==> config.mk <==
export PLATFORM = sky130hd
export DESIGN_NAME = ray_proximity_grasp_tracker_unit
export DESIGN_NICKNAME = d
export VERILOG_FILES = /design/src/rtl/rpg_pkg.sv /design/src/rtl/ray_proximity_grasp_tracker_unit.sv /design/src/rtl/rpg_mac_lane.sv
export SDC_FILE = /design/constraint.sdc
export NUM_CORES = 2
export LEC_CHECK = 0
export ABC_AREA = 1
export BUFFER_PORTS_ARGS = -buffer_cell sky130_fd_sc_hd__buf_4
export CAP_MARGIN = 10
export CORE_MARGIN = 3
export CORE_UTILIZATION = 30
export DETAILED_ROUTE_END_ITERATION = 7
export GPL_TIMING_DRIVEN = 1
export MAX_ROUTING_LAYER = met4
export PLACE_DENSITY = 0.5
export SLEW_MARGIN = 15
export SYNTH_ARGS = -nofsm -noshare
export SYNTH_HDL_FRONTEND = slang
export SYNTH_SLANG_ARGS = --single-unit
==> constraint.sdc <==
create_clock -name clk -period 15.8 [get_ports clk]
set_input_delay 0.79 -clock clk [delete_from_list [all_inputs] [get_ports clk]]
set_output_delay 0.79 -clock clk [all_outputs]
set_load 0.005 [all_outputs]
==> src/rtl/rpg_pkg.sv <==
// Shared types and constants of the ray proximity grasp tracker.
// Used by the multiply-accumulate lane and by the top level; depends on nothing.
package rpg_pkg;

  localparam int COORD_BITS_DEF = 24;
  localparam int FRAC_BITS_DEF = 16;

  localparam int SCORE_W = 7;
  localparam int TICK_W = 32;
  localparam int CFG_W = 32;
  localparam int CFG_IDX_W = 2;

  localparam logic [CFG_IDX_W-1:0] CFG_NEAR_DISTANCE = 2'd0;
  localparam logic [CFG_IDX_W-1:0] CFG_SCORE_THRESHOLD = 2'd1;
  localparam logic [CFG_IDX_W-1:0] CFG_SCORE_STEP = 2'd2;
  localparam logic [CFG_IDX_W-1:0] CFG_RELEASE_TICKS = 2'd3;

  localparam logic OP_SAMPLE = 1'b0;
  localparam logic OP_TICK = 1'b1;

  localparam logic [SCORE_W-1:0] SCORE_CAP = 7'd100;
  localparam logic [SCORE_W-1:0] SCORE_THRESHOLD_RESET = 7'd30;
  localparam logic [SCORE_W-1:0] SCORE_STEP_RESET = 7'd3;
  localparam logic [TICK_W-1:0] RELEASE_TICKS_RESET = 32'd1500;

  localparam int NTERMS = 4;
  localparam int NLANES = 4;

  typedef struct packed {
    logic load;
    logic step;
    logic last;
  } mac_ctl_t;

endpackage

==> src/rtl/ray_proximity_grasp_tracker_unit.sv <==
// Ray proximity grasp tracker: top level with sequencer, state and result register.
// Depends on rpg_pkg and rpg_mac_lane.
//
// Usage: an item on the sample channel is either a pointer-ray sample with the
// object's own position (operation 0) or a time tick (operation 1). Each item
// gives exactly one result item with the grasp flag, the score, the score_rose
// flag and the setpoint origin + range * direction in signed fixed point.
// The block works on one item at a time; sample_stall is high while it is busy.
// Four bit-serial lanes do all products, one multiplier bit per cycle. A ray
// sample that is measured in full runs three passes (cross and dot products,
// sum of squares, setpoint) before its result is registered; when one axis is
// already too far the squares pass is skipped. A tick or a sample while grasped
// runs the setpoint pass only. The result sits in an output register, so the
// next item is taken while a result waits; a stalled result holds the block in
// its last cycle until it is taken. Synchronous reset clears the state and
// result_valid and restores the register defaults.
// Registers are written through cfg_write, cfg_index and cfg_data; the user must
// write them only while idle, as the block itself does not enforce it.
module ray_proximity_grasp_tracker_unit
  import rpg_pkg::*;
#(
  parameter int COORD_BITS = COORD_BITS_DEF,
  parameter int FRAC_BITS = FRAC_BITS_DEF
) (
  input  logic                         clk,
  input  logic                         rst,
  input  logic                         cfg_write,
  input  logic [CFG_IDX_W-1:0]         cfg_index,
  input  logic [CFG_W-1:0]             cfg_data,
  input  logic                         sample_valid,
  output logic                         sample_stall,
  input  logic                         operation,
  input  logic [TICK_W-1:0]            now_ticks,
  input  logic signed [COORD_BITS-1:0] ray_origin_x,
  input  logic signed [COORD_BITS-1:0] ray_origin_y,
  input  logic signed [COORD_BITS-1:0] ray_origin_z,
  input  logic signed [COORD_BITS-1:0] ray_dir_x,
  input  logic signed [COORD_BITS-1:0] ray_dir_y,
  input  logic signed [COORD_BITS-1:0] ray_dir_z,
  input  logic signed [COORD_BITS-1:0] own_x,
  input  logic signed [COORD_BITS-1:0] own_y,
  input  logic signed [COORD_BITS-1:0] own_z,
  output logic                         result_valid,
  input  logic                         result_stall,
  output logic                         is_grasped,
  output logic [SCORE_W-1:0]           score,
  output logic                         score_rose,
  output logic signed [COORD_BITS-1:0] setpoint_x,
  output logic signed [COORD_BITS-1:0] setpoint_y,
  output logic signed [COORD_BITS-1:0] setpoint_z
);

  localparam int CW = COORD_BITS;
  localparam int NW = COORD_BITS - 1;
  localparam int AW = COORD_BITS + 1;
  localparam int MW = COORD_BITS;
  localparam int PW = AW + MW + 4;
  localparam int QW = PW - FRAC_BITS;
  localparam int DW = (QW > NW) ? QW : NW;
  localparam int SW = ((QW > CW) ? QW : CW) + 1;
  localparam int CNT_W = $clog2(MW + 1);
  localparam int BACKUP_RANGE = ((2 ** FRAC_BITS) * 2 + 5) / 10;
  localparam int NEAR_RESET = ((2 ** FRAC_BITS) * 3 + 5) / 10;

  localparam logic [2:0] ST_IDLE = 3'd0;
  localparam logic [2:0] ST_CROSS = 3'd1;
  localparam logic [2:0] ST_NEAR = 3'd2;
  localparam logic [2:0] ST_SQUARE = 3'd3;
  localparam logic [2:0] ST_DECIDE = 3'd4;
  localparam logic [2:0] ST_SETPT = 3'd5;
  localparam logic [2:0] ST_FINISH = 3'd6;

  logic [2:0]             state;
  logic [CNT_W-1:0]       cnt;
  logic                   op_reg;
  logic [TICK_W-1:0]      now_reg;

  logic [NW-1:0]          near_distance;
  logic [SCORE_W-1:0]     score_threshold;
  logic [SCORE_W-1:0]     score_step;
  logic [TICK_W-1:0]      release_ticks;

  logic [SCORE_W-1:0]     score_reg;
  logic                   grasp_flag;
  logic [TICK_W-1:0]      last_time;
  logic [NW-1:0]          held_range;
  logic signed [CW-1:0]   last_origin [3];
  logic signed [CW-1:0]   last_dir [3];
  logic signed [AW-1:0]   vec [3];
  logic [NW-1:0]          mag [3];
  logic                   near_ok;
  logic [NW-1:0]          range_cand;
  logic                   rose_reg;

  logic signed [CW-1:0]   ray_origin [3];
  logic signed [CW-1:0]   ray_dir [3];
  logic signed [CW-1:0]   own_pos [3];

  mac_ctl_t               lane_ctl;
  logic signed [AW-1:0]   lane_a [NLANES][NTERMS];
  logic        [MW-1:0]   lane_m [NLANES][NTERMS];
  logic   [NTERMS-1:0]    lane_neg [NLANES];
  logic signed [PW-1:0]   lane_prod [NLANES];

  logic                   in_take;
  logic                   pass_state;
  logic                   pass_done;
  logic                   out_free;

  logic [PW-1:0]          c_abs [3];
  logic [PW-1:0]          c_mag [3];
  logic [2:0]             c_lt;
  logic [DW-1:0]          dot_q;
  logic                   dot_sat;

  logic [SCORE_W:0]       score_sum;
  logic [SCORE_W-1:0]     score_sat;
  logic                   near_now;
  logic [SCORE_W-1:0]     score_upd;
  logic                   rose_now;
  logic [TICK_W-1:0]      elapsed;
  logic                   expired;

  logic signed [QW-1:0]   sp_q [3];
  logic signed [SW-1:0]   sp_sum [3];
  logic signed [CW-1:0]   sp_out [3];

  assign ray_origin[0] = ray_origin_x;
  assign ray_origin[1] = ray_origin_y;
  assign ray_origin[2] = ray_origin_z;
  assign ray_dir[0] = ray_dir_x;
  assign ray_dir[1] = ray_dir_y;
  assign ray_dir[2] = ray_dir_z;
  assign own_pos[0] = own_x;
  assign own_pos[1] = own_y;
  assign own_pos[2] = own_z;

  assign sample_stall = (state != ST_IDLE);
  assign in_take = sample_valid && !sample_stall;
  assign out_free = !result_valid || !result_stall;

  assign pass_state = (state == ST_CROSS) || (state == ST_SQUARE) || (state == ST_SETPT);
  assign pass_done = pass_state && (cnt == CNT_W'(MW));
  assign lane_ctl.load = pass_state && (cnt == '0);
  assign lane_ctl.step = pass_state && (cnt != '0);
  assign lane_ctl.last = (cnt == CNT_W'(MW));

  // Operand selection for each multiply pass.
  always_comb begin
    for (int l = 0; l < NLANES; l++) begin
      for (int t = 0; t < NTERMS; t++) begin
        lane_a[l][t] = '0;
        lane_m[l][t] = '0;
      end
      lane_neg[l] = '0;
    end
    unique case (state)
      ST_CROSS: begin
        lane_a[0][0] = vec[1];
        lane_m[0][0] = last_dir[2];
        lane_a[0][1] = vec[2];
        lane_m[0][1] = last_dir[1];
        lane_neg[0][1] = 1'b1;
        lane_a[1][0] = vec[2];
        lane_m[1][0] = last_dir[0];
        lane_a[1][1] = vec[0];
        lane_m[1][1] = last_dir[2];
        lane_neg[1][1] = 1'b1;
        lane_a[2][0] = vec[0];
        lane_m[2][0] = last_dir[1];
        lane_a[2][1] = vec[1];
        lane_m[2][1] = last_dir[0];
        lane_neg[2][1] = 1'b1;
        for (int k = 0; k < 3; k++) begin
          lane_a[3][k] = vec[k];
          lane_m[3][k] = last_dir[k];
        end
      end
      ST_SQUARE: begin
        for (int k = 0; k < 3; k++) begin
          lane_a[0][k] = AW'(mag[k]);
          lane_m[0][k] = MW'(mag[k]);
        end
        lane_a[0][3] = AW'(near_distance);
        lane_m[0][3] = MW'(near_distance);
        lane_neg[0][3] = 1'b1;
      end
      ST_SETPT: begin
        for (int k = 0; k < 3; k++) begin
          lane_a[k][0] = AW'(last_dir[k]);
          lane_m[k][0] = MW'(held_range);
        end
      end
      default: begin
      end
    endcase
  end

  for (genvar g = 0; g < NLANES; g++) begin : g_lane
    rpg_mac_lane #(
      .AW(AW),
      .MW(MW)
    ) u_lane (
      .clk(clk),
      .ctl(lane_ctl),
      .mcand(lane_a[g]),
      .mplier(lane_m[g]),
      .negate(lane_neg[g]),
      .product(lane_prod[g])
    );
  end

  // Distance and range evaluation after the cross and dot pass.
  always_comb begin
    for (int k = 0; k < 3; k++) begin
      c_abs[k] = lane_prod[k][PW-1] ? -lane_prod[k] : lane_prod[k];
      c_mag[k] = c_abs[k] >> FRAC_BITS;
      c_lt[k] = c_mag[k] < PW'(near_distance);
    end
  end

  assign dot_q = DW'(lane_prod[3][PW-1:FRAC_BITS]);
  assign dot_sat = dot_q > DW'({NW{1'b1}});

  assign score_sum = {1'b0, score_reg} + {1'b0, score_step};
  assign score_sat = (score_sum > {1'b0, SCORE_CAP}) ? SCORE_CAP : score_sum[SCORE_W-1:0];
  assign near_now = near_ok && lane_prod[0][PW-1];
  assign score_upd = near_now ? score_sat : score_reg;
  assign rose_now = near_now && (score_sat > score_reg);
  assign elapsed = now_reg - last_time;
  assign expired = grasp_flag && (elapsed > release_ticks);

  // Setpoint is the origin plus the floored product, saturated to the coordinate range.
  always_comb begin
    for (int k = 0; k < 3; k++) begin
      sp_q[k] = $signed(lane_prod[k][PW-1:FRAC_BITS]);
      sp_sum[k] = SW'(sp_q[k]) + SW'(last_origin[k]);
      if ((&sp_sum[k][SW-1:CW-1]) || !(|sp_sum[k][SW-1:CW-1])) begin
        sp_out[k] = sp_sum[k][CW-1:0];
      end else if (sp_sum[k][SW-1]) begin
        sp_out[k] = {1'b1, {(CW-1){1'b0}}};
      end else begin
        sp_out[k] = {1'b0, {(CW-1){1'b1}}};
      end
    end
  end

  always_ff @(posedge clk) begin
    if (rst) begin
      near_distance <= NW'(NEAR_RESET);
      score_threshold <= SCORE_THRESHOLD_RESET;
      score_step <= SCORE_STEP_RESET;
      release_ticks <= RELEASE_TICKS_RESET;
    end else if (cfg_write) begin
      unique case (cfg_index)
        CFG_NEAR_DISTANCE:   near_distance <= cfg_data[NW-1:0];
        CFG_SCORE_THRESHOLD: score_threshold <= cfg_data[SCORE_W-1:0];
        CFG_SCORE_STEP:      score_step <= cfg_data[SCORE_W-1:0];
        CFG_RELEASE_TICKS:   release_ticks <= cfg_data[TICK_W-1:0];
        default: begin
        end
      endcase
    end
  end

  always_ff @(posedge clk) begin
    if (rst) begin
      state <= ST_IDLE;
      cnt <= '0;
      score_reg <= '0;
      grasp_flag <= 1'b0;
      last_time <= '0;
      held_range <= '0;
      rose_reg <= 1'b0;
      for (int k = 0; k < 3; k++) begin
        last_origin[k] <= '0;
        last_dir[k] <= '0;
      end
    end else begin
      if (pass_state) begin
        cnt <= pass_done ? '0 : cnt + 1'b1;
      end
      unique case (state)
        ST_IDLE: begin
          if (in_take) begin
            op_reg <= operation;
            now_reg <= now_ticks;
            if (operation == OP_SAMPLE) begin
              last_time <= now_ticks;
              for (int k = 0; k < 3; k++) begin
                last_origin[k] <= ray_origin[k];
                last_dir[k] <= ray_dir[k];
                vec[k] <= AW'(own_pos[k]) - AW'(ray_origin[k]);
              end
            end
            state <= ((operation == OP_SAMPLE) && !grasp_flag) ? ST_CROSS : ST_DECIDE;
          end
        end
        ST_CROSS: begin
          if (pass_done) begin
            state <= ST_NEAR;
          end
        end
        ST_NEAR: begin
          for (int k = 0; k < 3; k++) begin
            mag[k] <= c_mag[k][NW-1:0];
          end
          near_ok <= &c_lt;
          if (lane_prod[3][PW-1]) begin
            range_cand <= NW'(BACKUP_RANGE);
          end else if (dot_sat) begin
            range_cand <= '1;
          end else begin
            range_cand <= dot_q[NW-1:0];
          end
          state <= (&c_lt) ? ST_SQUARE : ST_DECIDE;
        end
        ST_SQUARE: begin
          if (pass_done) begin
            state <= ST_DECIDE;
          end
        end
        ST_DECIDE: begin
          if (op_reg == OP_TICK) begin
            rose_reg <= 1'b0;
            if (expired) begin
              grasp_flag <= 1'b0;
              score_reg <= '0;
            end
          end else if (!grasp_flag) begin
            score_reg <= score_upd;
            rose_reg <= rose_now;
            if (score_upd > score_threshold) begin
              grasp_flag <= 1'b1;
              held_range <= range_cand;
            end
          end else begin
            rose_reg <= 1'b0;
          end
          state <= ST_SETPT;
        end
        ST_SETPT: begin
          if (pass_done) begin
            state <= ST_FINISH;
          end
        end
        ST_FINISH: begin
          if (out_free) begin
            state <= ST_IDLE;
          end
        end
        default: begin
          state <= ST_IDLE;
        end
      endcase
    end
  end

  always_ff @(posedge clk) begin
    if (rst) begin
      result_valid <= 1'b0;
    end else if ((state == ST_FINISH) && out_free) begin
      result_valid <= 1'b1;
    end else if (!result_stall) begin
      result_valid <= 1'b0;
    end
  end

  always_ff @(posedge clk) begin
    if ((state == ST_FINISH) && out_free) begin
      is_grasped <= grasp_flag;
      score <= score_reg;
      score_rose <= rose_reg;
      setpoint_x <= sp_out[0];
      setpoint_y <= sp_out[1];
      setpoint_z <= sp_out[2];
    end
  end

  assert property (@(posedge clk) disable iff (rst) score_reg <= SCORE_CAP)
    else $error("Score is above its cap.");

  assert property (@(posedge clk) disable iff (rst)
    $rose(grasp_flag) |-> $past(state) == ST_DECIDE)
    else $error("Grasp latched outside the decision cycle.");

  assert property (@(posedge clk) disable iff (rst)
    $fell(grasp_flag) |-> score_reg == '0)
    else $error("Grasp released without clearing the score.");

  assert property (@(posedge clk) disable iff (rst)
    $rose(result_valid) |-> $past(state) == ST_FINISH)
    else $error("Result item raised outside the final cycle.");

endmodule

==> src/rtl/rpg_mac_lane.sv <==
// Bit-serial multiply-accumulate lane: sums up to four signed products, one
// multiplier bit per cycle, with a right-shifting accumulator. Uses rpg_pkg.
module rpg_mac_lane
  import rpg_pkg::*;
#(
  parameter int AW = COORD_BITS_DEF + 1,
  parameter int MW = COORD_BITS_DEF
) (
  input  logic                     clk,
  input  mac_ctl_t                 ctl,
  input  logic signed [AW-1:0]     mcand [NTERMS],
  input  logic        [MW-1:0]     mplier [NTERMS],
  input  logic        [NTERMS-1:0] negate,
  output logic signed [AW+MW+3:0]  product
);

  localparam int HW = AW + 4;

  logic signed [HW-1:0] acc_hi;
  logic        [MW-1:0] acc_lo;
  logic signed [AW-1:0] a_reg [NTERMS];
  logic        [MW-1:0] m_reg [NTERMS];
  logic   [NTERMS-1:0]  neg_reg;
  logic signed [HW-1:0] term [NTERMS];
  logic signed [HW-1:0] sum;

  // The multiplier's top bit carries negative weight, so the last step flips the sign.
  always_comb begin
    sum = acc_hi;
    for (int k = 0; k < NTERMS; k++) begin
      if (!m_reg[k][0]) begin
        term[k] = '0;
      end else if (neg_reg[k] ^ ctl.last) begin
        term[k] = -HW'(a_reg[k]);
      end else begin
        term[k] = HW'(a_reg[k]);
      end
      sum = sum + term[k];
    end
  end

  always_ff @(posedge clk) begin
    if (ctl.load) begin
      acc_hi <= '0;
      acc_lo <= '0;
      a_reg <= mcand;
      m_reg <= mplier;
      neg_reg <= negate;
    end else if (ctl.step) begin
      acc_hi <= sum >>> 1;
      acc_lo <= {sum[0], acc_lo[MW-1:1]};
      for (int k = 0; k < NTERMS; k++) begin
        m_reg[k] <= m_reg[k] >> 1;
      end
    end
  end

  assign product = {acc_hi, acc_lo};

endmodule
# --- Word level (Yosys, flattened, before mapping) ---
# Memories as Yosys holds them, arrays and structs flattened.
# Index checks and enable logic that the tools add are counted.
op_classes:
  n_eq_ne: 18
  div_mod_pow: 0
  mul: 0
  n_bitwise: 13
  order_cmp: 8
  reduce_logical: 47
  muxes: 92
  add_sub_neg: 32
  shift: 0
ops:
  columns: ["operator", "n"]
  rows:
  - ["2-to-1 mux 96 bit", 8]
  - ["2-to-1 mux 29 bit", 22]
  - ["2-to-1 mux 24 bit", 14]
  - ["adder 29 bit", 7]
  - ["negator 25 -> 29 bit", 7]
  - ["2-to-1 mux 53 bit", 3]
  - ["negator 52 -> 53 bit", 3]
  - ["case mux 25 bit (2 select lines)", 3]
  - ["case mux 24 bit (2 select lines)", 3]
  - ["adder 28 x 29 -> 29 bit", 4]
  - ["adder 36 x 24 -> 37 bit", 3]
  - ["< comparator 37 x 23 -> 1 bit", 3]
  - ["case mux 25 bit (3 select lines)", 1]
  - ["subtractor 24 x 24 -> 25 bit", 3]
  - ["2-to-1 mux 72 bit", 1]
  - ["case mux 24 bit (3 select lines)", 1]
  - ["negator 23 -> 29 bit", 2]
  - ["2-to-1 mux 47 bit", 1]
  - ["AND reduction 15 bit", 3]
  - ["OR reduction 15 bit", 3]
  - ["greater-than comparator 37 x 23 -> 1 bit (second input constant)", 1]
  - ["2-to-1 mux 7 bit", 5]
  - ["greater-than comparator 32 bit", 1]
  - ["subtractor 32 bit", 1]
  - ["34 further kinds", 107]
word_totals:
  word_cells: 267
  n_memories: 4
  ff_bits: 976
  mem_bits_ro: 0
  in_bits: 288
  latch_bits: 0
  out_inout_bits: 83
  ramBits: 288
memory_table:
  columns: ["name", "words", "width", "read_ports", "rd_ports_with_merged_regs", "write_ports", "line_no", "text"]
  rows:
  - ["vec", 3, 25, 3, 0, 3, "ray_proximity_grasp_tracker_unit.sv:89", "logic signed [AW-1:0] vec [3];"]
  - ["last_dir", 3, 24, 3, 0, 3, "ray_proximity_grasp_tracker_unit.sv:88", "logic signed [CW-1:0] last_dir [3];"]
  - ["last_origin", 3, 24, 3, 0, 3, "ray_proximity_grasp_tracker_unit.sv:87", "logic signed [CW-1:0] last_origin [3];"]
  - ["mag", 3, 23, 3, 0, 3, "ray_proximity_grasp_tracker_unit.sv:90", "logic [NW-1:0] mag [3];"]

# --- Depth between registers and ports, before layout ---
logic_depth:
  word_depth: 8
  depth_mapped: 33
  mapped_depth_nobuf: 33

# --- By module ---
# Synthesis repeated with hierarchy kept, for this count alone.
unflattened:
  cells_unflattened: 13252
  area_unflattened_um2: 105752.7
by_module_without_submodules:
  columns: ["mod", "n_inst", "cells_each", "seq_area_each_um2", "area_each_um2"]
  rows:
  - ["ray_proximity_grasp_tracker_unit", 1, 5693, 15635.0, 42174.2]
  - ["rpg_mac_lane at g_lane[0].u_lane ...", 2, 1896, 7046.8, 15890.2]
  - ["rpg_mac_lane at g_lane[2].u_lane", 1, 1914, 7046.8, 15971.6]
  - ["rpg_mac_lane at g_lane[3].u_lane", 1, 1853, 7046.8, 15826.4]

# --- Worst setup path after synthesis ---
# OpenSTA, ideal clock, no wires.
synth_path:
  path_kind: "register to register"
  from: "register state[2]"
  to: "register g_lane[0].u_lane.m_reg[0] (netlist name) (enable)"
  setup_ps: 662
  t_required_ps: 15138
  synth_period_minus_slack_ps: 7739
  slack_ps: 8061
  stages_incl_launch_ff: 7
  n_path_buf: 3
  t_arrival_ps: 7077
  path_cell_list: "dfxtp_1 > clkbuf_1 > nand2_1 > inv_1 > nor2_1 > clkbuf_1 > clkbuf_1"
synth_between:
  elab_chain_len: 5
  word_cells_on_any_way: 8
  cone_classes: "eq/ne (3); reduce/logical (5)"
synth_lines:
  columns: ["item", "line_no", "text"]
  rows:
  - ["start: declaration", "ray_proximity_grasp_tracker_unit.sv:73", "logic [2:0] state;"]
  - ["start signal: assignment", "ray_proximity_grasp_tracker_unit.sv:296", "state <= ((operation == OP_SAMPLE) && !grasp_flag) ? ST_CROSS : ST_DECIDE;"]
  - ["start signal: assignment", "ray_proximity_grasp_tracker_unit.sv:316", "state <= (&c_lt) ? ST_SQUARE : ST_DECIDE;"]
  - ["== test 3 x 1 -> 1 bit or == test 3 x 2 -> 1 bit (tied branches)", "ray_proximity_grasp_tracker_unit.sv:142", "assign pass_state = (state == ST_CROSS) || (state == ST_SQUARE) || (state == ST_SETPT);"]
  - ["logical OR 1 bit", "ray_proximity_grasp_tracker_unit.sv:142", null]
  - ["logical OR 1 bit (*)", "ray_proximity_grasp_tracker_unit.sv:142", null]
  - ["logical AND 1 bit (on tied branches)", "ray_proximity_grasp_tracker_unit.sv:145, ray_proximity_grasp_tracker_unit.sv:144", null]
  - ["nonzero test 2 bit (no source line) (*)", null, null]
  - ["end signal: assignment", "rpg_mac_lane.sv:47", "m_reg <= mplier;"]
  - ["end signal: indexed assignment", "rpg_mac_lane.sv:53", "m_reg[k] <= m_reg[k] >> 1;"]
  - ["end: declaration", "rpg_mac_lane.sv:22", "logic [MW-1:0] m_reg [NTERMS];"]
# Mark *: on every way between the ends. The rest lies on a longest branch, timed or not.
# A chain may end at the register's enable or synchronous reset.

# --- Worst setup path after layout ---
layout_path:
  from: "register cnt[0]"
  to: "register g_lane[0].u_lane.acc_hi[23]"
layout_between:
  elab_chain_len: 7
  word_cells_on_any_way: 19
  cone_classes: "add/sub (4); eq/ne (1); mux (8); bitwise (2); reduce/logical (4)"
layout_lines:
  columns: ["item", "line_no", "text"]
  rows:
  - ["start: declaration", "ray_proximity_grasp_tracker_unit.sv:74", "logic [CNT_W-1:0] cnt;"]
  - ["start signal: assignment", "ray_proximity_grasp_tracker_unit.sv:281", "cnt <= pass_done ? '0 : cnt + 1'b1;"]
  - ["== test 5 bit", "ray_proximity_grasp_tracker_unit.sv:146", "assign lane_ctl.last = (cnt == CNT_W'(MW));"]
  - ["2-to-1 mux 29 bit or bitwise XOR 1 bit (tied branches)", "rpg_mac_lane.sv:33", "end else if (neg_reg[k] ^ ctl.last) begin"]
  - ["2-to-1 mux 29 bit (on tied branches)", "rpg_mac_lane.sv:31, rpg_mac_lane.sv:33", null]
  - ["adder 28 x 29 -> 29 bit or 2-to-1 mux 29 bit (tied branches)", "rpg_mac_lane.sv:38, rpg_mac_lane.sv:31", null]
  - ["adder 29 bit (3 in a row)", "rpg_mac_lane.sv:38", "sum = sum + term[k];"]
  - ["end signal: assignment", "rpg_mac_lane.sv:50", "acc_hi <= sum >>> 1;"]
  - ["end: declaration", "rpg_mac_lane.sv:19", "logic signed [HW-1:0] acc_hi;"]
# Parallel ways exist; a longest one is shown, timed or not.

==> flow_metrics.py <==
metrics = {
    "outcome": {
        "status": "finished, final reports clean",
    },
    "sta": {
        "slew_viol_final": 0,
        "max_freq_ghz": 0.135,
        "skew_ps": 56.8,
        "worst_pin_slew_ps": 1200,
        "finalHoldViolCount": 0,
        "fin_crit_ps": 7390,
        "slew_headroom": 0.191,
        "setup_viol": 0,
        "period_share": 0.468,
        "hold_slack_ps": 142,
        "tns_ps": 0,
        "rsz0062_at_grt": "false",
    },
    "synth": {
        "ys.flop_type": "edfxtp_1",
        "ys_ff_latch": 1197,
        "netlist_instances": 9790,
        "synth_edf_count": 863,
        "yosysTopAreaCell": "edfxtp_1",
        "synthArstFlopShare": 0,
        "netlist_top_cells_area": "edfxtp_1, nand2_1, dfxtp_1",
        "yosysTopAreaCellShare": 0.326,
        "synth_nets": 10700,
        "syn_area_per_cell_um2": 8.11,
        "ys_types": 71,
        "synth_area_um2": 79400,
        "synth_most_common_cell": "nand2_1",
        "synthTopCellsByCount": "nand2_1, inv_1, nor2_1",
        "ys_warn_count": 0,
        "yosysSeqAreaShare": 0.411,
    },
    "drt": {
        "drt-pass1-iter-count": 8,
        "wire_per_inst_um": 23.1,
        "finalWirelength_um": 317000,
        "via_count": 69500,
        "detail-route-antenna-nets": 0,
        "drt_iter0_drc": 6656,
        "vias_per_cell": 5.06,
        "drcViolationCount": 0,
    },
    "worst_setup_path": {
        "critical_path.startpoint_type": "register",
        "cp_max_fo": 112,
        "worstPathBufferInverterCount": 7,
        "slowest_stage": "inv_6",
        "arrival_ps": 8090,
        "r2r_start": "cnt[0]",
        "required_ps": 16500,
        "reg2reg_to": "g_lane[0].u_lane.acc_hi[23]",
        "crit_path_max_incr_delay_ps": 700,
        "crit_path_frequent_cell": "nand2_1",
        "cp_top_family": "adder cells",
        "cp-end-kind": "register",
        "reg2reg_depth": 28,
        "path_class": "register to register",
        "reg2reg_slack_ps": 8410,
    },
    "clocking": {
        "cts_root_buf": "clkbuf_16",
        "htreeDepth": 4,
        "ctsHoldBuffers": 0,
        "cts_made_buffers": 147,
        "clock_path_buffers": 3,
        "clk_latency_ps": 830,
        "postCtsSetupBuffers": 0,
        "cts_resized": 0,
        "cts_tree": "built",
        "clkTransAtPathRegs_ps": 60,
        "cts.sinks": 1197,
    },
    "worst_hold_path": {
        "min_to": "now_reg[13]",
        "hold_path_class": "primary input to register",
        "hold_depth": 1,
        "hold_start": "now_ticks[13]",
    },
    "die": {
        "io_pins": 371,
        "row_count": 188,
        "die_y_um": 521,
        "die_area_um2": 271000,
        "fp.dieW_um": 521,
        "start_util": 0.302,
        "fp.coreArea_um2": 263000,
    },
    "pwr": {
        "pwr-share-seq": 0.279,
        "p_clk_frac": 0.207,
        "ir_worst_vdd_uv": 149,
        "p_switching_mw": 8.42,
        "p_leak_nw": 40.6,
        "combPwrFrac": 0.514,
        "swShare": 0.466,
        "internal_power_mw": 9.64,
        "power_mw": 18.1,
        "power.density_nw_per_um2": 198,
    },
    "grt": {
        "grt_pass1_vias": 67200,
        "grt_max_degree": 184,
        "grt_first_pass_wirelength_um": 456000,
        "grt.total_usage": 0.234,
        "globalRouteOverflowTotal": 0,
        "grt_antenna_before_repair": 27,
    },
    "place": {
        "dp.cells": 13500,
        "gp_congestion": 0.990,
        "dpl.hpwl_um": 253000,
        "io_buffers": 370,
    },
    "flow_run": {
        "max-cap-violations": 0,
    },
    "layout": {
        "stdcell_count": 13700,
        "area_growth_pct": 15.1,
        "drive_gt1_frac": 0.0776,
        "largest_reg_flops": 221,
        "layout.nets": 11000,
        "fin_util": 0.348,
    },
}
routing by layer:
| layer | vias up | wire (µm) | GRT usage |
|---|---|---|---|
| met4 | 0 | 16000 | 0.0996 |
| met3 | 507 | 20800 | 0.0372 |
| li1 | 33200 | - | - |
| met2 | 2471 | 142000 | 0.362 |
| met5 | - | 0 | - |
| met1 | 33300 | 138000 | 0.304 |
how the worst max path moves through the flow:
stage,to,from,cells past startpoint
final,g_lane[0].u_lane.acc_hi[23],cnt[0],28
after detailed placement,g_lane[0].u_lane.acc_hi[23],cnt[0],28
after global routing,g_lane[0].u_lane.acc_hi[23],cnt[0],28
after global placement,g_lane[0].u_lane.acc_hi[23],cnt[0],28
after floorplan,g_lane[0].u_lane.m_reg[0],state[2],6
after CTS,g_lane[0].u_lane.acc_hi[23],cnt[0],28
cell type report:
type	count	area, µm²
clock inverter	83	1370
timing repair buffer	434	3280
sequential	1197	32600
antenna	9	22.5
multi-input combinational	6775	40000
inverter	1534	5780
clock buffer	192	3970
fill	27900	172000
tap	3515	4400
cell families (layout without fill, tap and decap cells):
kind of cell / count (synthesis) / in the layout / share of synthesized area
buf+inv: 1818 / 2243 / 0.0872
xor+xnor: 391 / 391 / 0.0431
fa+ha+maj: 656 / 656 / 0.123
simple gates: 3756 / 3756 / 0.194
other cells: 0 / 9 / 0
compound gates: 1972 / 1972 / 0.142
flops: 1197 / 1197 / 0.411
through the flow:
stage,setup slack (ps),cell area [µm²]
6_report,8410,91400
3_5_place_dp,8530,86000
5_1_grt,7900,91400
3_3_place_gp,8500,86000
2_1_floorplan,8060,79400
4_1_cts,8500,91400
worst reg2reg max path, delay by kind of cell (launching register included):
family	cells	cell delay, ps
AOI/OAI and AO/OA	7	1810
DFF	1	330
and+or+nand+nor	9	1340
adders and majority gates	5	2130
buffers and inverters	7	1680
power groups by stage:
stage / clock (mW) / combinational [mW] / sequential (mW)
finish: 3.74 / 9.28 / 5.03
detailed placement: 0 / 9.18 / 5.08
global placement: 0 / 9.19 / 5.08
CTS: 3.82 / 9.24 / 5.02
floorplan: 0 / 6.41 / 4.84
global route: 3.94 / 10.4 / 5.09
layout by cell type (no fill, tap or decap), types with 32 or more instances in the layout:
cell type,n
ha_1,451
dfxtp_1,334
nand2_1,1901
nor3_1,134
edfxtp_1,863
o21bai_1,34
fa_1,205
o22ai_1,132
clkbuf_16,148
buf_4,432
a21oi_1,690
xor2_1,275
o211ai_1,65
o21ai_0,710
nor2_1,1064
xnor2_1,116
nand4_1,69
a21o_1,44
nand3_1,449
inv_1,1516
a31oi_1,47
clkbuf_1,34
o21a_1,32
Note: power is estimated with default switching activity, not from simulation.
